==> src/rtl/owip_ram.sv <==
`timescale 1ns / 1ps
// ----------------------------------------------------------------------------
// owip_ram
// Generic single-port-write, single-read RAM with registered read.
// ----------------------------------------------------------------------------
module owip_ram #(
    parameter int WIDTH = 32,
    parameter int DEPTH = 16
) (
    input  logic                     i_clk,
    input  logic                     i_we,
    input  logic [$clog2(DEPTH)-1:0] i_waddr,
    input  logic [WIDTH-1:0]         i_wdata,
    input  logic [$clog2(DEPTH)-1:0] i_raddr,
    output logic [WIDTH-1:0]         o_rdata
);
    logic [WIDTH-1:0] r_mem [DEPTH];
    logic [WIDTH-1:0] r_rdata;

    always_ff @(posedge i_clk) begin
        if (i_we) begin
            r_mem[i_waddr] <= i_wdata;
        end
        r_rdata <= r_mem[i_raddr];
    end

    assign o_rdata = r_rdata;
endmodule

==> config.mk <==
export PLATFORM = sky130hd
export DESIGN_NAME = owip_ram
export DESIGN_NICKNAME = d
export VERILOG_FILES = /design/src/rtl/owip_ram.sv
export SDC_FILE = /design/constraint.sdc
export NUM_CORES = 1
export LEC_CHECK = 0
export ABC_AREA = 1
export BUFFER_PORTS_ARGS = -buffer_cell sky130_fd_sc_hd__buf_4
export CELL_PAD_IN_SITES_DETAIL_PLACEMENT = 1
export CELL_PAD_IN_SITES_GLOBAL_PLACEMENT = 2
export CORE_UTILIZATION = 42
export CTS_CLUSTER_DIAMETER = 200
export DETAILED_ROUTE_END_ITERATION = 16
export MAX_ROUTING_LAYER = met4
export PLACE_DENSITY_LB_ADDON = 0.1
export SLEW_MARGIN = 5
export SYNTH_ARGS = -nofsm -noshare
export SYNTH_HDL_FRONTEND = slang
export SYNTH_SLANG_ARGS = --single-unit
==> constraint.sdc <==
create_clock -name i_clk -period 3.3 [get_ports i_clk]
set_input_delay 0.66 -clock i_clk [delete_from_list [all_inputs] [get_ports i_clk]]
set_output_delay 0.66 -clock i_clk [all_outputs]
set_load 0.05 [all_outputs]
After elaboration in Yosys (flattened, before gate mapping) --
Memory sizes are Yosys's and may differ from the RTL's. A register that Yosys moved wholly into a read port is not among the register bits. Index checks and enable logic that the tools add are counted.
Operators by class: multiplexer cells 2
Operators with widths (count):
- $mux W1 | 2
Word-level totals: flip-flop bits (word level) 0, bits in writable memories 512, bits of input ports 42, output and inout port bits 32, logic and storage cells 3, memories kept 1
Memories:
- r_mem | words 16, bits a word 32, read ports 1, clocked after memory_dff 1, write ports 1, RTL line 17 | logic [WIDTH-1:0] r_mem [DEPTH];

Logic depth before layout (Yosys ltp) --
Gate-level depths: netlist of the first run.
depth in word-level cells 2, mapped depth 10, mapped depth without buffers 7

Worst setup path before layout of the first run --
OpenSTA, ideal clock, no wires.
path type input -> register, from in i_waddr[2], to mem r_mem[10][0] (enable), library setup time 421 ps, arrival 2232 ps, required time 2879 ps, setup slack 647 ps, stages 2, path buffers 0, cell sequence nand3b_1 nor2_1
RTL lines:
- start, declared | RTL line 12 | input logic [$clog2(DEPTH)-1:0] i_waddr,
- end, declared | RTL line 17
No word-level cell before the write port.

Worst setup path in the final report of the first run --
from reg r_rdata[10], in the netlist o_rdata[10], read port of r_mem, to out o_rdata[10]
RTL lines:
- start, declared | RTL line 18 | logic [WIDTH-1:0] r_rdata;
- end, declared | RTL line 15 | output logic [WIDTH-1:0] o_rdata
No word-level cell between the ends.

==> impl_metrics.env, run 1 <==
export IMPL_cts_hold_buf=0
export IMPL_met1_usage_pct=28.9
export IMPL_syn2layout_area_growth_pct=13.8
export IMPL_stdcell_area_um2=25900
export IMPL_crit_chain="buf_4"
export IMPL_final_setup_viol_count=0
export IMPL_synth_cells=2120
export IMPL_slowest_stage="dfxtp_1"
export IMPL_numCtsBuffers=59
export IMPL_final_period_utilization_pct=57.0
export IMPL_dieArea_um2=55100
export IMPL_die_w_um=235
export IMPL_post_route_util_pct=48.8
export IMPL_hold_path_class="in2reg"
export IMPL_post_drt_via_cell_ratio=5.02
export IMPL_ff2ff_setup_slack_ps=2220
export IMPL_drc=0
export IMPL_grt_max_degree=130
export IMPL_cts_tree="yes"
export IMPL_busiest_layer="met2"
export IMPL_outcome="completed"
export IMPL_n_antenna_cell=0
export IMPL_dp_hpwl_um=31900
export IMPL_finClkSkew_ps=16.1
export IMPL_cp_arrival_ps=1220
export IMPL_critical_path_top_delay_family="flip-flops"
export IMPL_nets=2231
export IMPL_worst_pin_slew_ps=882
export IMPL_synth_nets=2162
export IMPL_start_util_pct=42.9
export IMPL_synth_distinct_cells=15
export IMPL_drt_pass1_iter_count=5
export IMPL_worst_path_largest_cell_delay_ps=380
export IMPL_syn_cell_area_um2=22700
export IMPL_root_buffer="clkbuf_16"
export IMPL_critPathKind="reg2out"
export IMPL_cp_max_fo=1
export IMPL_drv_slew=0
export IMPL_post_cts_buffers=0
export IMPL_slew_headroom_pct=41.1
export IMPL_max_cap_violations=0
export IMPL_grt_pass1_wl_um=92700
export IMPL_clock_path_buffers=3
export IMPL_rows=84
export IMPL_yosysSeqAreaShare_pct=70.5
export IMPL_p_per_area_nw_per_um2=588
export IMPL_layout_drive_gt1_share_pct=9.70
export IMPL_track_usage_pct=22.8
export IMPL_ant_nets=0
export IMPL_insertion_delay_ps=620
export IMPL_antenna_found_initial=0
export IMPL_wirelength_um=60100
export IMPL_ys_ff_latch=544
export IMPL_final_common_cell="nand2_1"
export IMPL_place_port_buffers=73
export IMPL_critPathBufInv=1
export IMPL_use_met3_pct=3.20
export IMPL_finalSetupTns_ps=0
export IMPL_placed_area_um2=24000
export IMPL_core_area_um2=53000
export IMPL_chipHeight_um=235
export IMPL_start_kind="flip-flop"
export IMPL_nFillCells=5748
export IMPL_drtIter0Drc=884
export IMPL_vias=14700
export IMPL_clkTransAtPathRegs_ps=60
export IMPL_pin_count=74
export IMPL_cp_required_ps=2640
export IMPL_layout_common_cells="677 x nand2_1, 512 x edfxtp_1, 386 x inv_1"
export IMPL_htreeDepth=2
export IMPL_crit_path_end_kind="output port"
export IMPL_wire_per_inst_um=20.5
export IMPL_rsz0062_at_grt="no"
export IMPL_hold_viol=0
export IMPL_grt_overflow=0
export IMPL_power_leakage_nw=11.0
export IMPL_cts_sinks=544
export IMPL_gp_congestion=0.729
export IMPL_min_period_ps=1880
export IMPL_ys_warn_count=0
export IMPL_grt_pass1_vias=15600
export IMPL_synth_area_per_cell_um2=10.7
export IMPL_grt_util_met2_pct=39.0
export IMPL_ir_drop_mv=0.390
export IMPL_clock_fmax_mhz=532
export IMPL_cts_resized=0
power by group:
group	switching, W	leakage [nW]	internal (W)
registers	0.0000492	4.90	0.00772
logic	0.000814	5.17	0.000296
clock network	0.00266	0.914	0.00368
layout make-up:
class / instances / area, um2 / area share (%)
clock buffers: 92 / 1740 / 6.74
well taps: 688 / 861 / 3.33
clock inverters: 18 / 111 / 0.431
multi-input cells: 1081 / 4670 / 18.0
inverters: 390 / 1470 / 5.70
repair buffers: 113 / 992 / 3.84
flip-flops and latches: 544 / 16000 / 61.9
cells in the mapped netlist, drive strengths merged:
| master | count | area, um2 |
|---|---|---|
| dfxtp | 32 | 641 |
| edfxtp | 512 | 15400 |
| clkbuf | 14 | 52.6 |
| nor2 | 17 | 63.8 |
| inv | 390 | 1470 |
| nand3b | 2 | 15.0 |
| buf | 91 | 649 |
| nand2 | 677 | 2540 |
| nand3 | 385 | 1930 |
worst paths after layout:
check                                 end  cells past startpoint                     from
setup / recovery              o_rdata[10]                      1      o_rdata[10]$_DFF_P_
hold / removal    r_mem[13][16]$_DFFE_PP_                      1              i_wdata[16]
setup reg to reg      o_rdata[11]$_DFF_P_                      6   r_mem[8][11]$_DFFE_PP_
hold reg to reg       o_rdata[30]$_DFF_P_                      6  r_mem[10][30]$_DFFE_PP_
registers in the layout, indices dropped and copies added (netlist names):
signal,flops
r_mem,512
o_rdata,32
stage by stage:
stage	worst slack [ps]	power, W	hold WS (ps)	std cells
after global placement	794	0.00902	640	2816
after detailed placement	766	0.00905	640	2816
after floorplan	647	0.00859	607	2120
final	1420	0.0152	357	2926
after global routing	1380	0.0157	337	2926
after CTS	1390	0.0154	322	2926
metal layers:
layer	vias up	part of all wire, %
li1	6984	-
met1	7425	45
met2	224	50
met3	69	3.3
met4	0	1.6
met5	-	0
cell families (layout without fill, tap and decap cells):
family	Yosys count	in the layout	synth area share, %
and+or+nand+nor	1081	1081	20.0
DFF	544	544	70.5
buffers and inverters	495	613	9.54
(Power assumes the default switching activity.)
==> run 2: changes to the inputs <==
Settings changed: CORE_UTILIZATION 42 to 38.
Clock period 3.3 ns to 1.5 ns, I/O delays scaled along.
==> run 2 against run 1 <==
Against the previous run: combinational power increased by 150%; critical path depth unchanged; clock power increased by 120%; largest power group unchanged; worst setup slack got worse by 1400 ps; total power increased by 120%.
==> impl_metrics.env, run 2 (synthesis results as in run 1) <==
export IMPL_outcome="completed"
export IMPL_critical_path_top_delay_family="flip-flops"
export IMPL_ant_nets=0
export IMPL_cts_tree="yes"
export IMPL_post_cts_buffers=0
export IMPL_preCtsSetupSlack_ps=-62.7
export IMPL_pwr_share_clk_pct=41.0
export IMPL_rows=89
export IMPL_wirelength_um=63700
export IMPL_start_kind="flip-flop"
export IMPL_cts_sinks=544
export IMPL_post_drt_via_cell_ratio=4.86
export IMPL_worst_path_largest_cell_delay_ps=380
export IMPL_rsz0062_at_grt="no"
export IMPL_numCtsBuffers=59
export IMPL_busiest_layer="met2"
export IMPL_p_per_area_nw_per_um2=1240
export IMPL_p_sw_share_pct=23.2
export IMPL_wire_per_inst_um=20.6
export IMPL_final_period_utilization_pct=97.4
export IMPL_switchingPower_w=0.00780
export IMPL_final_setup_viol_count=0
export IMPL_fin_cells=3089
export IMPL_cp_max_fo=1
export IMPL_crit_chain="buf_6"
export IMPL_cp_required_ps=1200
export IMPL_syn2layout_area_growth_pct=19.5
export IMPL_critPathBufInv=1
export IMPL_pwr_share_seq_pct=50.9
export IMPL_place_inst=2960
export IMPL_max_cap_violations=0
export IMPL_place_port_buffers=73
export IMPL_grt_pass1_vias=15700
export IMPL_critPathKind="reg2out"
export IMPL_root_buffer="clkbuf_16"
export IMPL_gp_congestion=0.764
export IMPL_layout_drive_gt1_share_pct=11.7
export IMPL_nets=2310
export IMPL_ir_drop_mv=0.882
export IMPL_hold_path_class="in2reg"
export IMPL_layout_common_cells="677 x nand2_1, 512 x edfxtp_1, 386 x inv_1"
export IMPL_use_met3_pct=2.45
export IMPL_final_common_cell="nand2_1"
export IMPL_fin_ws_ps=38.8
export IMPL_pin_count=74
export IMPL_grt_overflow=0
export IMPL_power_frac_comb_pct=8.1
export IMPL_drv_slew=0
export IMPL_finalSetupTns_ps=0
export IMPL_hold_viol=0
export IMPL_finClkSkew_ps=16.3
export IMPL_chipHeight_um=247
export IMPL_start_util_pct=38.5
export IMPL_clkTransAtPathRegs_ps=60
export IMPL_core_area_um2=59000
export IMPL_grt_util_met2_pct=36.7
export IMPL_drt_pass1_iter_count=5
export IMPL_die_w_um=247
export IMPL_power_leakage_nw=11.5
export IMPL_clock_fmax_mhz=684
export IMPL_slew_headroom_pct=72.0
export IMPL_cp_arrival_ps=1160
export IMPL_track_usage_pct=22.1
export IMPL_insertion_delay_ps=610
export IMPL_largest_reg_flops=512
export IMPL_internal_power_w=0.0258
export IMPL_slowest_stage="dfxtp_1"
export IMPL_vias=15000
export IMPL_clock_path_buffers=3
export IMPL_grt_pass1_wl_um=97200
export IMPL_timing_hold_ws_ps=21.1
export IMPL_antenna_found_initial=1
export IMPL_nFillCells=6379
export IMPL_worst_pin_slew_ps=421
export IMPL_total_power_w=0.0336
export IMPL_met1_usage_pct=29.2
export IMPL_largest_register="r_mem"
export IMPL_dp_hpwl_um=37300
export IMPL_min_period_ps=1460
export IMPL_htreeDepth=2
export IMPL_crit_path_end_kind="output port"
export IMPL_grt_max_degree=47
export IMPL_drtIter0Drc=771
export IMPL_dieArea_um2=60800
export IMPL_drc=0
==> run 2: repair_timing <==
item                       CTS  global route
hold endpoints to repair   300             0
setup endpoints to repair    7             0
hold buffers                20             0
gates resized for setup     13             0
==> run 2: routing by layer <==
layer	routed length (um)	vias to the layer above
met5	0	-
li1	-	7136
met3	1910	80
met2	31200	226
met4	1120	0
met1	29500	7578
==> run 2: final cells by class <==
type	instances	area [um2]	area share (%)
flip-flops and latches	544	16000	59.0
clock inverters	16	126	0.465
repair buffers	192	2220	8.16
clock buffers	92	1680	6.19
inverters	390	1480	5.43
well taps	773	967	3.56
diodes	1	2.50	0.00921
multi-input cells	1081	4670	17.2
==> run 2: per-stage QoR <==
stage          cell area (um2)  util [%]
3_3_place_gp             25100      42.5
3_5_place_dp             25100      42.5
4_1_cts                  27200      46.0
6_report                 27200      46.0
5_1_grt                  27200      46.0
2_1_floorplan            22800         -
==> run 2: power groups by stage <==
stage | clock [W] | combinational, W | sequential [W]
floorplan | 0 | 0.00118 | 0.0177
global placement | 0 | 0.00269 | 0.0174
detailed placement | 0 | 0.00272 | 0.0174
CTS | 0.0142 | 0.00279 | 0.0171
global route | 0.0147 | 0.00299 | 0.0171
finish | 0.0138 | 0.00273 | 0.0171
==> run 2: worst reg2reg max path: stages (launching register included) <==
cell	delay (ps)
edfxtp_1	390
inv_1	70
nand2_1	50
nand3_1	70
nand3_1	90
nand3_1	140
nand2_1	90
==> run 2: worst paths after layout <==
path | from | to | slack (ps) | cells past startpoint
max | o_rdata[27]$_DFF_P_ | o_rdata[27] | 40 | 1
min | i_wdata[15] | r_mem[12][15]$_DFFE_PP_ | 20 | 1
max reg2reg | r_mem[0][16]$_DFFE_PP_ | o_rdata[16]$_DFF_P_ | 460 | 6
min reg2reg | r_mem[6][24]$_DFFE_PP_ | o_rdata[24]$_DFF_P_ | 670 | 6
==> run 3: changes to the inputs <==
Settings changed: PLACE_DENSITY_LB_ADDON 0.1 to 0.05, SETUP_SLACK_MARGIN set to 0.1.
==> run 3 against run 2 <==
Against the previous run: sequential cell count unchanged; count of clock-buffer cells in the layout decreased by 11; critical path depth did not move; first-iteration DRC count is 3.4% lower; worst setup slack better by 15 ps; total power increased by 4.0%; critical path type unchanged; largest power group unchanged; combinational power increased by 5%.
==> impl_metrics.env, run 3 (synthesis results as in run 1) <==
export IMPL_critPathBufInv=1
export IMPL_n_antenna_cell=0
export IMPL_drt_pass1_iter_count=4
export IMPL_final_setup_viol_count=0
export IMPL_ir_drop_mv=0.890
export IMPL_power_frac_comb_pct=8.2
export IMPL_crit_cells=1
export IMPL_startpoint="o_rdata[25]$_DFF_P_"
export IMPL_numCtsBuffers=60
export IMPL_largest_reg_flops=512
export IMPL_worst_path_largest_cell_delay_ps=370
export IMPL_critical_path_top_delay_family="flip-flops"
export IMPL_antenna_found_initial=0
export IMPL_die_w_um=247
export IMPL_ff2ff_path_depth=6
export IMPL_cp_max_fo=1
export IMPL_place_port_buffers=73
export IMPL_pwr_share_clk_pct=42.8
export IMPL_drv_slew=0
export IMPL_syn2layout_area_growth_pct=22.0
export IMPL_crit_path_end_kind="output port"
export IMPL_drtIter0Drc=745
export IMPL_wire_per_inst_um=20.9
export IMPL_dieArea_um2=60800
export IMPL_grt_overflow=0
export IMPL_clock_fmax_mhz=692
export IMPL_hold_viol=0
export IMPL_layout_drive_gt1_share_pct=13.7
export IMPL_max_cap_violations=0
export IMPL_final_common_cell="nand2_1"
export IMPL_timing_rr_start="r_mem[13][10]$_DFFE_PP_"
export IMPL_cp_arrival_ps=1150
export IMPL_layout_common_cells="672 x nand2_1, 512 x edfxtp_1, 384 x inv_1, 384 x nand3_1, 83 x buf_4"
export IMPL_nFillCells=6303
export IMPL_chipHeight_um=247
export IMPL_p_sw_share_pct=23.0
export IMPL_start_kind="flip-flop"
export IMPL_root_buffer="clkbuf_16"
export IMPL_insertion_delay_ps=630
export IMPL_cts_tree="yes"
export IMPL_ant_nets=0
export IMPL_finClkSkew_ps=16.3
export IMPL_switchingPower_w=0.00805
export IMPL_internal_power_w=0.0270
export IMPL_p_per_area_nw_per_um2=1260
export IMPL_min_period_ps=1450
export IMPL_clkTransAtPathRegs_ps=60
export IMPL_vias=15100
export IMPL_hold_path_class="in2reg"
export IMPL_grt_max_degree=59
export IMPL_rsz0062_at_grt="yes"
export IMPL_pwr_share_seq_pct=49.0
export IMPL_power_leakage_nw=11.7
export IMPL_post_cts_buffers=0
export IMPL_place_inst=2960
export IMPL_final_period_utilization_pct=96.4
export IMPL_slowest_stage="dfxtp_2"
export IMPL_critPathKind="reg2out"
export IMPL_track_usage_pct=22.6
export IMPL_core_area_um2=59000
export IMPL_slew_headroom_pct=68.0
export IMPL_pin_count=74
export IMPL_cp_endpoint="o_rdata[25]"
export IMPL_cp_required_ps=1200
export IMPL_nets=2321
export IMPL_clock_path_buffers=3
export IMPL_post_route_util_pct=47.0
export IMPL_worst_pin_slew_ps=480
export IMPL_htreeDepth=2
export IMPL_rows=89
export IMPL_largest_register="r_mem"
export IMPL_crit_chain="buf_8"
export IMPL_dp_hpwl_um=37900
export IMPL_ff2ff_setup_slack_ps=510
export IMPL_post_drt_via_cell_ratio=4.88
export IMPL_seqCellArea_um2=16100
export IMPL_fin_cells=3100
export IMPL_gp_congestion=0.744
export IMPL_grt_pass1_wl_um=98500
export IMPL_start_util_pct=38.5
export IMPL_cts_sinks=544
export IMPL_grt_pass1_vias=15900
export IMPL_wirelength_um=64700
export IMPL_r2r_end="o_rdata[10]$_DFF_P_"
export IMPL_multi_input_area_um2=4720
export IMPL_outcome="completed"
export IMPL_drc=0
[run 3: worst min-delay path by stage]
stage / cells after the start / from / end
6_report: 1 / i_wdata[14] / r_mem[14][14]$_DFFE_PP_
5_1_grt: 1 / i_wdata[14] / r_mem[14][14]$_DFFE_PP_
4_1_cts: 1 / i_wdata[29] / r_mem[6][29]$_DFFE_PP_
3_5_place_dp: 1 / i_wdata[3] / r_mem[5][3]$_DFFE_PP_
3_3_place_gp: 1 / i_wdata[3] / r_mem[5][3]$_DFFE_PP_
2_1_floorplan: 0 / i_wdata[0] / r_mem[0][0]$_DFFE_PP_
[run 3: worst register-to-register path, cell delays in order (launching register included)]
cell      delay [ps]
edfxtp_1         370
inv_1             60
nand2_1           40
nand3_1           80
nand3_1          120
nand3_1          140
nand2_1           70
[run 3: power groups by stage]
stage               Clock, W  Combinational, W  Sequential (W)
floorplan                  0           0.00119          0.0177
global placement           0           0.00271          0.0174
detailed placement         0           0.00274          0.0174
CTS                   0.0154           0.00291          0.0171
global route          0.0159           0.00314          0.0172
finish                0.0150           0.00288          0.0171
[run 3: repair_timing]
item / 4_1_cts / 5_1_grt
resized for setup: 79 / 10
endpoints found under the setup margin: 32 / 32
pin swaps: 0 / 0
hold buffers: 30 / 0
endpoints found under the hold margin: 479 / 0
[run 3: stage by stage]
| stage | hold WS, ps | total power, W | cell area (um2) | setup TNS (ps) | setup WS [ps] |
|---|---|---|---|---|---|
| 6_report | 37.3 | 0.0350 | 27700 | 0 | 53.9 |
| 5_1_grt | 30.0 | 0.0362 | 27700 | 0 | 12.2 |
| 4_1_cts | 3.67 | 0.0355 | 27700 | 0 | 10.1 |
| 3_5_place_dp | 617 | 0.0202 | 25200 | -1120 | -34.6 |
| 3_3_place_gp | 611 | 0.0201 | 25200 | -2110 | -45.2 |
| 2_1_floorplan | 399 | 0.0189 | 22900 | -34960 | -137 |
[run 3: area by class of cell]
class / count / share of cell area [%]
inverter: 390 / 5.35
sequential: 544 / 57.9
timing repair buffer: 202 / 9.04
clock inverter: 29 / 1.13
clock buffer: 81 / 6.03
tap: 773 / 3.49
multi-input combinational: 1081 / 17.0
[run 3: routing by layer]
layer	up-vias	wire length [um]	track usage (%)
met2	197	32000	37.5
met3	91	1910	2.76
met5	-	0	-
met4	0	1420	6.05
li1	7157	-	-
met1	7687	29400	29.1
