$ cat config.mk
export PLATFORM = sky130hd
export DESIGN_NAME = owip_ctrl
export DESIGN_NICKNAME = d
export VERILOG_FILES = /design/src/rtl/owip_pkg.sv /design/src/rtl/owip_ctrl.sv
export SDC_FILE = /design/constraint.sdc
export NUM_CORES = 1
export LEC_CHECK = 0
export ABC_AREA = 0
export BUFFER_PORTS_ARGS = -buffer_cell sky130_fd_sc_hd__buf_2
export CORE_UTILIZATION = 45
export CTS_BUF_LIST = sky130_fd_sc_hd__clkbuf_8
export DETAILED_ROUTE_END_ITERATION = 8
export PLACE_DENSITY = 0.64
export SLEW_MARGIN = 30
export SYNTH_ARGS = -nofsm -noshare
export SYNTH_HDL_FRONTEND = slang
export SYNTH_SLANG_ARGS = --single-unit
$ cat constraint.sdc
create_clock -name i_clk -period 3.15 [get_ports i_clk]
set_input_delay 0.4725 -clock i_clk [delete_from_list [all_inputs] [get_ports i_clk]]
set_output_delay 0.4725 -clock i_clk [all_outputs]
set_load 0.01 [all_outputs]
$ cat src/rtl/owip_pkg.sv
`timescale 1ns / 1ps
// ----------------------------------------------------------------------------
// owip_pkg
// Shared types and constants for the omnicam projection block.
// ----------------------------------------------------------------------------
package owip_pkg;

    localparam int CORDIC_STEPS = 17;
    localparam int STEP_W       = 5;

    localparam logic [2:0] REG_AXIS_INVERT = 3'd0;
    localparam logic [2:0] REG_POLY_TERMS  = 3'd1;
    localparam logic [2:0] REG_AFFINE_C    = 3'd2;
    localparam logic [2:0] REG_AFFINE_D    = 3'd3;
    localparam logic [2:0] REG_AFFINE_E    = 3'd4;
    localparam logic [2:0] REG_CENTER_X    = 3'd5;
    localparam logic [2:0] REG_CENTER_Y    = 3'd6;

    // Datapath operation codes issued by the controller.
    typedef enum logic [3:0] {
        OP_NONE,
        OP_LOAD,
        OP_SQRT_INIT,
        OP_SQRT_STEP,
        OP_CORDIC_INIT,
        OP_CORDIC_STEP,
        OP_HORNER_INIT,
        OP_HORNER_STEP,
        OP_DIV_INIT,
        OP_DIV_STEP,
        OP_DIV_DONE,
        OP_AFF_MUL,
        OP_AFF_SUM
    } t_op;

    typedef struct packed {
        t_op        op;
        logic [6:0] step;
        logic       sel;
    } t_cmd;

    typedef struct packed {
        logic r_zero;
    } t_stat;

    function automatic logic signed [16:0] atan_q16(input logic [STEP_W-1:0] i);
        case (i)
            5'd0:    atan_q16 = 17'sd51472;
            5'd1:    atan_q16 = 17'sd30386;
            5'd2:    atan_q16 = 17'sd16055;
            5'd3:    atan_q16 = 17'sd8150;
            5'd4:    atan_q16 = 17'sd4091;
            5'd5:    atan_q16 = 17'sd2047;
            5'd6:    atan_q16 = 17'sd1024;
            5'd7:    atan_q16 = 17'sd512;
            5'd8:    atan_q16 = 17'sd256;
            5'd9:    atan_q16 = 17'sd128;
            5'd10:   atan_q16 = 17'sd64;
            5'd11:   atan_q16 = 17'sd32;
            5'd12:   atan_q16 = 17'sd16;
            5'd13:   atan_q16 = 17'sd8;
            5'd14:   atan_q16 = 17'sd4;
            5'd15:   atan_q16 = 17'sd2;
            5'd16:   atan_q16 = 17'sd1;
            default: atan_q16 = 17'sd0;
        endcase
    endfunction

endpackage

$ cat src/rtl/owip_ctrl.sv
`timescale 1ns / 1ps
// ----------------------------------------------------------------------------
// owip_ctrl
// Sequencer: walks sqrt, CORDIC, Horner, divide and affine phases.
// ----------------------------------------------------------------------------
module owip_ctrl
    import owip_pkg::*;
#(
    parameter int MAX_TERMS = 16
) (
    input  logic       i_clk,
    input  logic       i_rst_n,
    input  logic       i_in_valid,
    input  logic       i_action,
    input  logic [4:0] i_poly_terms,
    input  logic       i_out_free,
    input  t_stat      i_stat,
    output logic       o_in_ready,
    output logic       o_out_load,
    output t_cmd       o_cmd,
    output logic [$clog2(MAX_TERMS > 1 ? MAX_TERMS : 2)-1:0] o_raddr
);
    localparam int AW = $clog2(MAX_TERMS > 1 ? MAX_TERMS : 2);

    typedef enum logic [3:0] {
        S_IDLE, S_SQRT, S_SQRT_END, S_CORDIC, S_HORN_RD, S_HORN_INIT,
        S_HORN, S_DIV, S_DIV_END, S_AFF_MUL, S_AFF_SUM, S_OUT
    } t_state;

    t_state      r_state, n_state;
    logic [6:0]  r_step, n_step;
    logic [AW:0] r_k, n_k;
    logic [AW:0] r_n, n_n;
    logic [AW:0] w_n;
    t_cmd        n_cmd;
    logic        n_out_load;

    always_comb begin
        if (i_poly_terms == 5'd0) begin
            w_n = (AW+1)'(1);
        end else if (32'(i_poly_terms) > MAX_TERMS) begin
            w_n = (AW+1)'(MAX_TERMS);
        end else begin
            w_n = (AW+1)'(i_poly_terms);
        end
    end

    assign o_in_ready = (r_state == S_IDLE);
    assign o_raddr    = r_k[AW-1:0];

    always_comb begin
        n_state    = r_state;
        n_step     = r_step;
        n_k        = r_k;
        n_n        = r_n;
        n_cmd      = '{op: OP_NONE, step: r_step, sel: 1'b0};
        n_out_load = 1'b0;
        case (r_state)
            S_IDLE: begin
                if (i_in_valid) begin
                    if (i_action) begin
                        n_cmd.op = OP_LOAD;
                    end else begin
                        n_cmd.op = OP_SQRT_INIT;
                        n_n      = w_n;
                        n_step   = '0;
                        n_state  = S_SQRT;
                    end
                end
            end
            S_SQRT: begin
                // steps 0..31, then a pass with no step so the root is final
                n_step = r_step + 7'd1;
                if (r_step == 7'd32) begin
                    n_state = S_SQRT_END;
                end else begin
                    n_cmd.op = OP_SQRT_STEP;
                end
            end
            S_SQRT_END: begin
                if (i_stat.r_zero) begin
                    n_state = S_OUT;
                end else begin
                    n_cmd.op = OP_CORDIC_INIT;
                    n_step   = '0;
                    n_state  = S_CORDIC;
                end
            end
            S_CORDIC: begin
                n_cmd.op = OP_CORDIC_STEP;
                n_step   = r_step + 7'd1;
                if (r_step == 7'(CORDIC_STEPS - 1)) begin
                    n_k     = r_n - (AW+1)'(1);
                    n_state = S_HORN_RD;
                end
            end
            S_HORN_RD: begin
                n_state = S_HORN_INIT;
            end
            S_HORN_INIT: begin
                n_cmd.op = OP_HORNER_INIT;
                if (r_k == '0) begin
                    n_step  = '0;
                    n_state = S_DIV;
                end else begin
                    n_k     = r_k - (AW+1)'(1);
                    n_step  = 7'd1;
                    n_state = S_HORN;
                end
            end
            S_HORN: begin
                // wait for the registered read data, then step
                if (r_step[0]) begin
                    n_cmd.op = OP_HORNER_STEP;
                    n_step   = '0;
                    if (r_k == '0) begin
                        n_state = S_DIV;
                    end else begin
                        n_k = r_k - (AW+1)'(1);
                    end
                end else begin
                    n_step = 7'd1;
                end
            end
            S_DIV: begin
                // step 0 init, 1..64 iterations, two dividends (sel)
                if (r_step == 7'd0) begin
                    n_cmd.op = OP_DIV_INIT;
                end else begin
                    n_cmd.op = OP_DIV_STEP;
                end
                n_cmd.sel = r_k[0];
                n_step    = r_step + 7'd1;
                if (r_step == 7'd64) begin
                    n_state = S_DIV_END;
                end
            end
            S_DIV_END: begin
                n_cmd.op  = OP_DIV_DONE;
                n_cmd.sel = r_k[0];
                n_step    = '0;
                if (r_k[0]) begin
                    n_k     = '0;
                    n_state = S_AFF_MUL;
                end else begin
                    n_k     = (AW+1)'(1);
                    n_state = S_DIV;
                end
            end
            S_AFF_MUL: begin
                n_cmd.op = OP_AFF_MUL;
                n_state  = S_AFF_SUM;
            end
            S_AFF_SUM: begin
                n_cmd.op = OP_AFF_SUM;
                n_state  = S_OUT;
            end
            S_OUT: begin
                if (i_out_free) begin
                    n_out_load = 1'b1;
                    n_state    = S_IDLE;
                end
            end
            default: n_state = S_IDLE;
        endcase
    end

    always_ff @(posedge i_clk) begin
        if (!i_rst_n) begin
            r_state    <= S_IDLE;
            r_step     <= '0;
            r_k        <= '0;
            r_n        <= '0;
            o_cmd      <= '{op: OP_NONE, step: 7'd0, sel: 1'b0};
            o_out_load <= 1'b0;
        end else begin
            r_state    <= n_state;
            r_step     <= n_step;
            r_k        <= n_k;
            r_n        <= n_n;
            o_cmd      <= n_cmd;
            o_out_load <= n_out_load;
        end
    end
endmodule

### After elaboration in Yosys (flattened, before gate mapping)

Index checks and enable logic that the tools add are counted.

| word-level totals | value |
|---|---|
| memories | 0 |
| output and inout bits | 18 |
| input bits | 11 |
| memory bits (writable) | 0 |
| bits in registers | 34 |
| bits in latches | 0 |
| memory bits (read-only) | 0 |
| word-level logic and storage cells | 83 |

| cells by class | value |
|---|---|
| multipliers | 0 |
| magnitude comparators | 1 |
| bitwise gates (word level) | 1 |
| shift operators | 0 |
| reduce and logical (&&, ||, !) cells | 14 |
| muxes and demuxes | 33 |
| div/mod/pow operators | 0 |
| equal/unequal tests | 23 |
| $add $sub $neg | 3 |

Operators by type and width:

| operator | number |
|---|---|
| $pmux W4 S12 | 1 |
| $pmux W7 S6 | 1 |
| $mux W4 | 10 |
| $pmux W4 S10 | 1 |
| $mux W5 | 5 |
| $mux W7 | 3 |
| $pmux W5 S4 | 1 |
| $ne A2 B2 Y1 const B | 9 |
| $eq A4 B3 Y1 const B | 4 |
| $eq A4 B4 Y1 const B | 4 |
| $logic_not A5 Y1 | 2 |
| $sub A5 B1 Y5 const B | 2 |
| $eq A4 B2 Y1 const B | 2 |
| $reduce_and A8 Y1 | 1 |
| $add A7 B1 Y7 const B | 1 |
| $eq A7 B5 Y1 const B | 1 |
| $eq A7 B6 Y1 const B | 1 |
| $eq A7 B7 Y1 const B | 1 |
| $logic_not A7 Y1 | 1 |
| $mux W1 | 6 |
| $mux W2 | 3 |
| $mux W3 | 2 |
| $reduce_and A3 Y1 | 2 |
| $reduce_bool A6 Y1 | 1 |
| 9 further kinds | 10 |

### Longest topological paths before layout

Gate-level depths: netlist of the first run.

| depth | value |
|---|---|
| depth after elaboration | 4 |
| mapped depth | 9 |

### Least setup slack after synthesis of the first run

OpenSTA, ideal clock, no wires.

| timing | value |
|---|---|
| path type | reg2reg |
| start point | reg r_state[0] |
| end point | reg r_k[4] |
| cell stages (with the launch flop) | 10 |
| slack | 0.703 ns |
| period minus slack after synthesis | 2.447 ns |
| buffers on the path | 1 |
| data required time | 3.033 ns |
| data arrival time | 2.330 ns |
| cells stage by stage | dfxtp_1 buf_2 and2b_1 o21ai_1 mux2i_1 ha_1 o21ai_0 a311oi_1 o22ai_1 a22o_1 |

| between the ends | value |
|---|---|
| longest elaborated chain between the ends | 3 |

RTL lines:

| item | RTL line | RTL |
|---|---|---|
| start, declared | owip_ctrl.sv:30 | `t_state r_state, n_state;` |
| start signal, assigned | owip_ctrl.sv:177 | `r_state <= n_state;` |
| $eq A4 B4 Y1, or another cell as far along | owip_ctrl.sv:58 | `case (r_state)` |
| $reduce_bool A4 Y1 (no source line) or $ne A2 B2 Y1 (tied branches) | - |  |
| $reduce_and A3 Y1 (no source line) | - |  |
| end signal, assigned | owip_ctrl.sv:179 | `r_k <= n_k;` |
| end, declared | owip_ctrl.sv:32 | `logic [AW:0] r_k, n_k;` |

Several ways; a longest one is shown, not always the timed one.
A chain may end at the register's enable or synchronous reset.

### Worst setup path after layout of the first run

Same ends and word-level chain as after synthesis.

==> impl_metrics.env, run 1 <==
export IMPL_worstHoldStart="i_out_free"
export IMPL_yosys_most_used_dff="dfxtp_1"
export IMPL_htreeDepth=2
export IMPL_dr_pass1_iters=4
export IMPL_synth_edff_count=0
export IMPL_hold_buffers=0
export IMPL_gp_congestion=0.9113
export IMPL_num_rows=23
export IMPL_io_pins=29
export IMPL_grtUsageTotal_pct=22.33
export IMPL_die_x_um=68.26
export IMPL_clk_latency_ps=280
export IMPL_dp_hpwl_um=3350
export IMPL_clk_pin_slew_ps=60
export IMPL_drt_wl_total_um=4696
export IMPL_cts_repair_resized=0
export IMPL_yosysWarningCount=0
export IMPL_fin_util_pct=53.51
export IMPL_worstPathCellList="buf_4, and2b_1, o21ai_1, mux2i_1, ha_1, o21ai_0, a311oi_1, o22ai_1, a22o_1"
export IMPL_timing_fmax_mhz=361.9
export IMPL_syn_nets=263
export IMPL_seq_area_frac_synth_pct=34.45
export IMPL_synth_top_family_by_area="simple AND/OR/NAND/NOR gates"
export IMPL_crit_fanout=11
export IMPL_post_cts_buffers=0
export IMPL_postSynthCellCount=249
export IMPL_via_per_inst=5.694
export IMPL_synthToLayoutAreaGrowth_pct=11.46
export IMPL_total_power_uw=1629
export IMPL_final_setup_tns_ps=0
export IMPL_die_h_um=68.26
export IMPL_timing_final_ws_setup_ps=386.9
export IMPL_yosysTopAreaCell="dfxtp_1"
export IMPL_synth_common_cells="34 x dfxtp_1, 32 x nor2_1, 21 x a21oi_1"
export IMPL_postSynthAreaPerCell_sq_um=7.934
export IMPL_grt_pass1_vias=1603
export IMPL_p_clk_share_pct=19.3
export IMPL_wl_per_cell_um=14.68
export IMPL_initial_utilization_pct=48.01
export IMPL_r2r_start="r_state[0]"
export IMPL_cp_top_family="compound AO/OA/AOI/OAI gates"
export IMPL_power_switching_uw=663.9
export IMPL_crit_slowest_cell="o21ai_1"
export IMPL_period_share_pct=87.72
export IMPL_cp_required_ps=3320
export IMPL_yosys_area_share_simple_pct=26.73
export IMPL_fin_crit_ps=2763
export IMPL_swShare_pct=40.76
export IMPL_ys_top_cells_by_area="dfxtp_1 34%, nor2_1 6.1%, a21oi_1 5.3%"
export IMPL_min_path_type="in -> reg"
export IMPL_cts_tree="built"
export IMPL_synth_seq_cells=34
export IMPL_finalSetupViolations=0
export IMPL_cts_root_buffer="clkbuf_8"
export IMPL_dp_slack_ps=448.3
export IMPL_worstPathArrival_ps=2940
export IMPL_hold_violations=0
export IMPL_synth_top_area_share_pct=34.45
export IMPL_outcome="finished, final reports clean"
export IMPL_cp_start_kind="register"
export IMPL_cts_buffer_depth=2
export IMPL_final_nets=285
export IMPL_relSlewSlack_pct=64.84
export IMPL_max_cap_viol_count=0
export IMPL_crit_type="reg -> reg"
export IMPL_synthAdderAreaFrac_pct=1.900
export IMPL_ys_async_sr_fraction_pct=0
export IMPL_skew_ps=3.486
export IMPL_die_area_sq_um=4659
export IMPL_synth_xor_area_share_pct=2.217
export IMPL_numClockSinks=34
export IMPL_grt_first_pass_wirelength_um=7624
export IMPL_intPower_uw=964.8
export IMPL_path_buf_inv=1
export IMPL_cts_inserted_buffers=5
export IMPL_postRouteAntennaNets=0
export IMPL_antennaDiodeCount=0
export IMPL_overflow=0
export IMPL_max_stage_delay_ps=410
export IMPL_muxShareOfSynthArea_pct=3.610
export IMPL_vias=1822
export IMPL_end_kind="register"
export IMPL_peakVddDrop_mv=0.2667
export IMPL_slew_viol_final=0
export IMPL_synth_compound_area_share_pct=24.70
export IMPL_drt_first_iter_violations=200
export IMPL_leakagePower_uw=0.0008965
export IMPL_powerDensity_nw_per_um2=739.6
export IMPL_synth_cell_types=56
export IMPL_yosysMostFrequentCell="dfxtp_1"
export IMPL_grt_setup_unrepaired="false"
export IMPL_core_area_sq_um=4115
export IMPL_syn_area_sq_um=1976
export IMPL_pwr_share_seq_pct=33.6
export IMPL_startpoint="r_state[0]"
export IMPL_route_detailed_drc=0
export IMPL_grt_max_degree=24
export IMPL_antenna_found_initial=0
export IMPL_port_buffers=28
export IMPL_power_frac_comb_pct=47.1
export IMPL_layout_drive_gt1_share_pct=17.41
export IMPL_tightest_slew_ps=522.6
==> placed cells by master, fill, tap and decap left out, types with 2 or more instances in the layout <==
cell,count
dfxtp_1,34
nor2_1,32
buf_2,28
a21oi_1,21
nand2_1,16
o21ai_0,11
nor2b_1,6
o21ai_1,6
mux2i_1,6
nand2b_1,6
nand3_1,6
nor3_1,6
clkbuf_8,6
buf_4,6
inv_1,5
nor3b_1,5
and2_1,5
nor4_1,4
a22oi_1,4
xor2_1,4
o2111ai_1,3
or3_1,3
a311oi_1,3
o21a_1,3
nand4_1,3
o211ai_1,3
ha_1,3
and2b_1,2
a31oi_1,2
o22a_1,2
and3_1,2
o32ai_1,2
==> final cells by class <==
| type | instances | area (sq um) |
|---|---|---|
| Tap cell | 50 | 62.56 |
| Inverter | 6 | 22.52 |
| Fill cell | 409 | 1913 |
| Sequential cell | 34 | 680.7 |
| Multi-Input combinational cell | 190 | 1169 |
| Clock buffer | 6 | 82.58 |
| Timing Repair Buffer | 34 | 185.2 |
==> path summary, 6_finish.rpt <==
kind                     end  slack [ps]  cells past startpoint
hold reg to reg     o_cmd[2]         500                      2
setup / recovery      r_k[4]         390                      9
setup reg to reg      r_k[4]         390                      9
hold / removal    o_out_load         430                      3
==> per-stage QoR <==
stage               instances  area [sq um]  hold slack [ps]
floorplan                 249          1976            471.6
global placement          314          2120            501.9
detailed placement        314          2120            492.4
CTS                       320          2202            421.5
global route              320          2202            438.3
finish                    320          2202            428.8
==> registers in the layout, summed over array words and instances, names as in the netlist <==
register,flops
r_step,7
o_cmd,12
r_n,5
r_state,4
r_k,5
o_out_load,1
==> power by group through the flow <==
stage          Clock (uW)  Combinational [uW]  Sequential (uW)
2_1_floorplan           0                 598              550
3_3_place_gp            0                 762              556
3_5_place_dp            0                 755              557
4_1_cts               324                 759              547
5_1_grt               348                 842              557
6_report              314                 767              548
==> worst min-delay path, cell delays in order <==
cell and delay, ps:
buf_2 120, nand2_1 50, nor2_1 30
==> per-layer routing <==
layer	track usage (%)	vias up	wire length, um
li1	-	945	-
met1	30.43	810	2298
met4	8.333	0	29
met3	5.500	4	257
met5	0	-	0
met2	33.58	63	2110
==> cells by family (layout without fill, tap and decap cells) <==
kind of cell	count (synthesis)	after routing
flip-flops	34	34
AND/OR/NAND/NOR	102	102
AO/OA/AOI/OAI	73	73
XOR/XNOR	5	5
adder cells (fa/ha/maj)	3	3
buffers and inverters	25	46
multiplexers	7	7
Power figures use the tool's default switching activity.
==> run 2: changes to the inputs <==
- RECOVER_POWER: default -> 25
==> run 2 against run 1 <==
Net effect:
- core utilization fell by 0.24 points
- final area down 0.45%
- clock-buffer cell count unchanged
- sequential power barely moved
==> impl_metrics.env, run 2 (same netlist as run 1, synthesis figures left out) <==
export IMPL_slew_viol_final=0
export IMPL_final_nets=285
export IMPL_wl_per_cell_um=14.69
export IMPL_hold_buffers=0
export IMPL_die_x_um=68.26
export IMPL_core_area_sq_um=4115
export IMPL_num_rows=23
export IMPL_multiInputGateArea_sq_um=1169
export IMPL_die_area_sq_um=4659
export IMPL_total_power_uw=1628
export IMPL_peakVddDrop_mv=0.2671
export IMPL_fin_crit_ps=2763
export IMPL_die_h_um=68.26
export IMPL_regMostFlops="o_cmd"
export IMPL_design_area_sq_um=2192
export IMPL_clk_pin_slew_ps=60
export IMPL_crit_fanout=11
export IMPL_grt_max_degree=24
export IMPL_intPower_uw=963.4
export IMPL_io_pins=29
export IMPL_drt_first_iter_violations=202
export IMPL_period_share_pct=87.71
export IMPL_swShare_pct=40.81
export IMPL_pwr_share_seq_pct=33.7
export IMPL_cp_required_ps=3320
export IMPL_postPlaceCellArea_sq_um=2120
export IMPL_leakagePower_uw=0.0008602
export IMPL_worstPathCellList="buf_4, and2b_1, o21ai_1, mux2i_1, ha_1, o21ai_0, a311oi_1, o22ai_1, a22o_1"
export IMPL_cts_tree="built"
export IMPL_initial_utilization_pct=48.01
export IMPL_timing_fmax_mhz=361.9
export IMPL_clk_latency_ps=280
export IMPL_crit_slowest_cell="o21ai_1"
export IMPL_tightest_slew_ps=638.3
export IMPL_max_stage_delay_ps=410
export IMPL_top_regs="o_cmd x12, r_step x7"
export IMPL_numClockSinks=34
export IMPL_relSlewSlack_pct=57.45
export IMPL_powerDensity_nw_per_um2=742.5
export IMPL_post_cts_buffers=0
export IMPL_regArea_sq_um=680.7
export IMPL_cts_inserted_buffers=5
export IMPL_port_buffers=28
export IMPL_outcome="finished, final reports clean"
export IMPL_max_cap_viol_count=0
export IMPL_gp_congestion=0.9113
export IMPL_fillers=410
export IMPL_power_frac_comb_pct=47.0
export IMPL_layout_drive_gt1_share_pct=14.44
export IMPL_hold_violations=0
export IMPL_cp_start_kind="register"
export IMPL_postRouteAntennaNets=0
export IMPL_cts_repair_resized=0
export IMPL_min_path_type="in -> reg"
export IMPL_path_buf_inv=1
export IMPL_vias=1826
export IMPL_p_clk_share_pct=19.3
export IMPL_dr_pass1_iters=4
export IMPL_grt_first_pass_wirelength_um=7624
export IMPL_route_detailed_drc=0
export IMPL_end_kind="register"
export IMPL_final_setup_tns_ps=0
export IMPL_crit_type="reg -> reg"
export IMPL_final_common_cell="dfxtp_1"
export IMPL_cp_top_family="compound AO/OA/AOI/OAI gates"
export IMPL_dp_hpwl_um=3350
export IMPL_overflow=0
export IMPL_largest_reg_flops=12
export IMPL_skew_ps=3.314
export IMPL_antennaDiodeCount=0
export IMPL_finalSetupViolations=0
export IMPL_via_per_inst=5.706
export IMPL_drt_wl_total_um=4700
export IMPL_power_switching_uw=664.2
export IMPL_cts_root_buffer="clkbuf_8"
export IMPL_grtUsageTotal_pct=22.33
export IMPL_htreeDepth=2
export IMPL_grt_pass1_vias=1603
export IMPL_final_cell_mix="34 x dfxtp_1, 32 x nor2_1, 21 x a21oi_1"
export IMPL_antenna_found_initial=0
export IMPL_synthToLayoutAreaGrowth_pct=10.96
export IMPL_cts_buffer_depth=2
export IMPL_grt_setup_unrepaired="false"
export IMPL_worstPathArrival_ps=2940
## run 2: changes by cell type in the layout (fill, tap and decap cells not counted)
cell / before / now
and2_0: 0 / 3
clkbuf_1: 0 / 8
and2_1: 5 / 2
buf_2: 28 / 20
## run 2: stage by stage
step	worst slack, ps	instances	utilization, %	hold WS [ps]
finish	387.1	320	53.27	428.9
global route	167.7	320	53.27	438.3
CTS	415.2	320	53.51	421.5
detailed placement	448.3	314	51.51	492.4
global placement	533.5	314	51.51	501.9
floorplan	703.5	249	-	471.6
## run 2: worst reg2reg max path: cells and delay by family, from the launching register on
| family | cells | cell delay [ps] |
|---|---|---|
| adders and majority gates | 1 | 310 |
| muxes | 1 | 350 |
| AOI/OAI and AO/OA | 5 | 1310 |
| DFF | 1 | 320 |
| buffers and inverters | 1 | 170 |
| and+or+nand+nor | 1 | 200 |
## run 2: cell type report
cell class                 instances  share of cell area, %
clock buffer                       6                  3.767
inverter                           6                  1.027
multi-input combinational        190                  53.31
sequential                        34                  31.05
tap                               50                  2.854
timing repair buffer              34                  7.991
## run 2: worst paths after layout
path                            depth (start not counted)  slack, ps        from    endpoint
worst min register to register                          2        500   r_step[1]    o_cmd[2]
worst max register to register                          9        390  r_state[0]      r_k[4]
worst max-delay path                                    9        390  r_state[0]      r_k[4]
worst min-delay path                                    3        430  i_out_free  o_out_load
## run 2: metal layers
metal	vias up	global-route usage (%)	part of all wire [%]	wire (um)
met5	-	0	0	0
met4	0	8.333	0.62	29
met3	4	5.500	5.5	258
met2	63	33.58	45	2120
met1	813	30.43	49	2291
li1	946	-	-	-
## run 2: power groups by stage
stage | combinational [uW] | sequential (uW) | clock [uW]
floorplan | 598 | 550 | 0
CTS | 759 | 547 | 324
finish | 765 | 548 | 314
global route | 841 | 558 | 348
global placement | 762 | 556 | 0
detailed placement | 755 | 557 | 0
==> run 3: changes to the inputs <==
- clock period: 3.15 -> 2.55 ns (I/O delays scaled with it)
==> run 3 against run 2 <==
Net effect:
- global-route usage is 1.2 points higher
- non-clock buffer count up 5
- clock skew rose by 1.1 ps
- sequential share of layout area is 1.1 points lower
- clock-buffer cell count stayed put
- maximum frequency up 17%
- core utilization is 2.0 points higher
- sequential power grew 24%
- total power rose by 34%
- flip-flop and latch count is the same
- register-to-register slack worse by 200 ps
- critical endpoint unchanged
- die area is the same
==> impl_metrics.env, run 3 (same netlist as run 1, synthesis figures left out) <==
export IMPL_power_frac_comb_pct=45.5
export IMPL_layout_drive_gt1_share_pct=18.12
export IMPL_via_per_inst=5.782
export IMPL_grt_most_used_layer="met2"
export IMPL_initial_utilization_pct=48.01
export IMPL_intPower_uw=1332
export IMPL_core_area_sq_um=4115
export IMPL_die_area_sq_um=4659
export IMPL_route_detailed_drc=0
export IMPL_die_x_um=68.26
export IMPL_fin_crit_ps=2360
export IMPL_top_regs="o_cmd x12, r_step x7"
export IMPL_antenna_found_initial=0
export IMPL_relSlewSlack_pct=55.25
export IMPL_total_power_uw=2174
export IMPL_pwr_share_seq_pct=31.4
export IMPL_synthToLayoutAreaGrowth_pct=15.14
export IMPL_worstPathCellList="and2b_1, o21ai_2, mux2i_1, ha_2, o21ai_0, a311oi_2, o22ai_1, a22o_1"
export IMPL_grt_use_met3_pct=5.000
export IMPL_gp_congestion=0.8516
export IMPL_crit_fanout=7
export IMPL_clk_pin_slew_ps=70
export IMPL_cts_tree="built"
export IMPL_drt_first_iter_violations=156
export IMPL_tightest_slew_ps=671.2
export IMPL_drt_wl_total_um=4816
export IMPL_met1_usage_pct=32.33
export IMPL_overflow=0
export IMPL_crit_type="reg -> reg"
export IMPL_peakVddDrop_mv=0.4900
export IMPL_grt_pass1_vias=1663
export IMPL_period_share_pct=92.54
export IMPL_clk_latency_ps=290
export IMPL_htreeDepth=2
export IMPL_path_buf_inv=0
export IMPL_wl_per_cell_um=14.77
export IMPL_hold_violations=0
export IMPL_grt_first_pass_wirelength_um=8066
export IMPL_final_cell_mix="34 x dfxtp_1, 32 x nor2_1, 21 x a21oi_1, 21 x buf_2, 16 x nand2_1"
export IMPL_cts_buffer_depth=2
export IMPL_max_cap_viol_count=0
export IMPL_finalSetupViolations=0
export IMPL_grtUsageTotal_pct=23.50
export IMPL_final_nets=290
export IMPL_slew_viol_final=0
export IMPL_regMostFlops="o_cmd"
export IMPL_numClockSinks=34
export IMPL_dp_cells=319
export IMPL_cts_inserted_buffers=5
export IMPL_whs_ps=335.5
export IMPL_grt_max_degree=23
export IMPL_cp_start_kind="register"
export IMPL_worstPathArrival_ps=2540
export IMPL_outcome="finished, final reports clean"
export IMPL_num_rows=23
export IMPL_p_clk_share_pct=23.1
export IMPL_max_stage_delay_ps=370
export IMPL_fin_util_pct=55.28
export IMPL_skew_ps=4.387
export IMPL_hold_buffers=0
export IMPL_cp_top_family="compound AO/OA/AOI/OAI gates"
export IMPL_grtUsageMet2_pct=35.66
export IMPL_crit_slowest_cell="dfxtp_1"
export IMPL_vias=1885
export IMPL_dr_pass1_iters=4
export IMPL_min_path_type="in -> reg"
export IMPL_cts_root_buffer="clkbuf_8"
export IMPL_powerDensity_nw_per_um2=955.7
export IMPL_fillers=393
export IMPL_leakagePower_uw=0.0009060
export IMPL_final_common_cell="dfxtp_1"
export IMPL_postRouteAntennaNets=0
export IMPL_cp_required_ps=2730
export IMPL_end_kind="register"
export IMPL_dp_hpwl_um=3363
export IMPL_power_switching_uw=841.6
export IMPL_finalNonFillerCells=326
export IMPL_swShare_pct=38.71
export IMPL_antennaDiodeCount=0
export IMPL_io_pins=29
export IMPL_port_buffers=28
export IMPL_die_h_um=68.26
export IMPL_timing_fmax_mhz=423.8
export IMPL_largest_reg_flops=12
run 3: power by group through the flow:
stage / clock [uW] / sequential, uW / combinational [uW]
floorplan: 0 / 679 / 739
global placement: 0 / 688 / 965
detailed placement: 0 / 691 / 962
CTS: 519 / 679 / 971
global route: 545 / 696 / 1110
finish: 502 / 682 / 990
run 3: repair_timing:
action / 4_1_cts / 5_1_grt
buffers inserted: 0 / 0
resized for setup: 0 / 4
endpoints found under the setup margin: 0 / 2
run 3: metal layers:
| metal | part of all wire (%) | vias up |
|---|---|---|
| li1 | - | 953 |
| met1 | 48 | 870 |
| met2 | 45 | 54 |
| met3 | 5.5 | 8 |
| met4 | 1.7 | 0 |
| met5 | 0 | - |
run 3: layout make-up:
| type | instances | area [sq um] | share of cell area [%] |
|---|---|---|---|
| inverter | 6 | 22.52 | 0.9901 |
| multi-input combinational | 190 | 1182 | 51.98 |
| clock inverter | 1 | 30.03 | 1.320 |
| tap | 50 | 62.56 | 2.750 |
| sequential | 34 | 680.7 | 29.92 |
| clock buffer | 6 | 82.58 | 3.630 |
| timing repair buffer | 39 | 214.0 | 9.406 |
run 3: final timing paths:
| check | startpoint | endpoint | slack, ps | cells past startpoint |
|---|---|---|---|---|
| hold reg to reg | r_step[1] | o_cmd[2] | 540 | 2 |
| hold / removal | i_out_free | o_out_load | 340 | 3 |
| setup / recovery | r_state[0] | r_k[4] | 190 | 8 |
| setup reg to reg | r_state[0] | r_k[4] | 190 | 8 |
run 3: through the flow:
stage	instance area [sq um]	setup TNS [ps]	setup slack [ps]
after floorplan	1976	0	103.5
after global placement	2157	0	192.7
after detailed placement	2157	0	91.61
after CTS	2270	0	59.51
after global routing	2275	-24.20	-24.20
final	2275	0	190.4
run 3: worst min-delay path, cell delays in order:
cell and delay [ps]:
buf_2 120, nand2_1 50, nor2_1 30
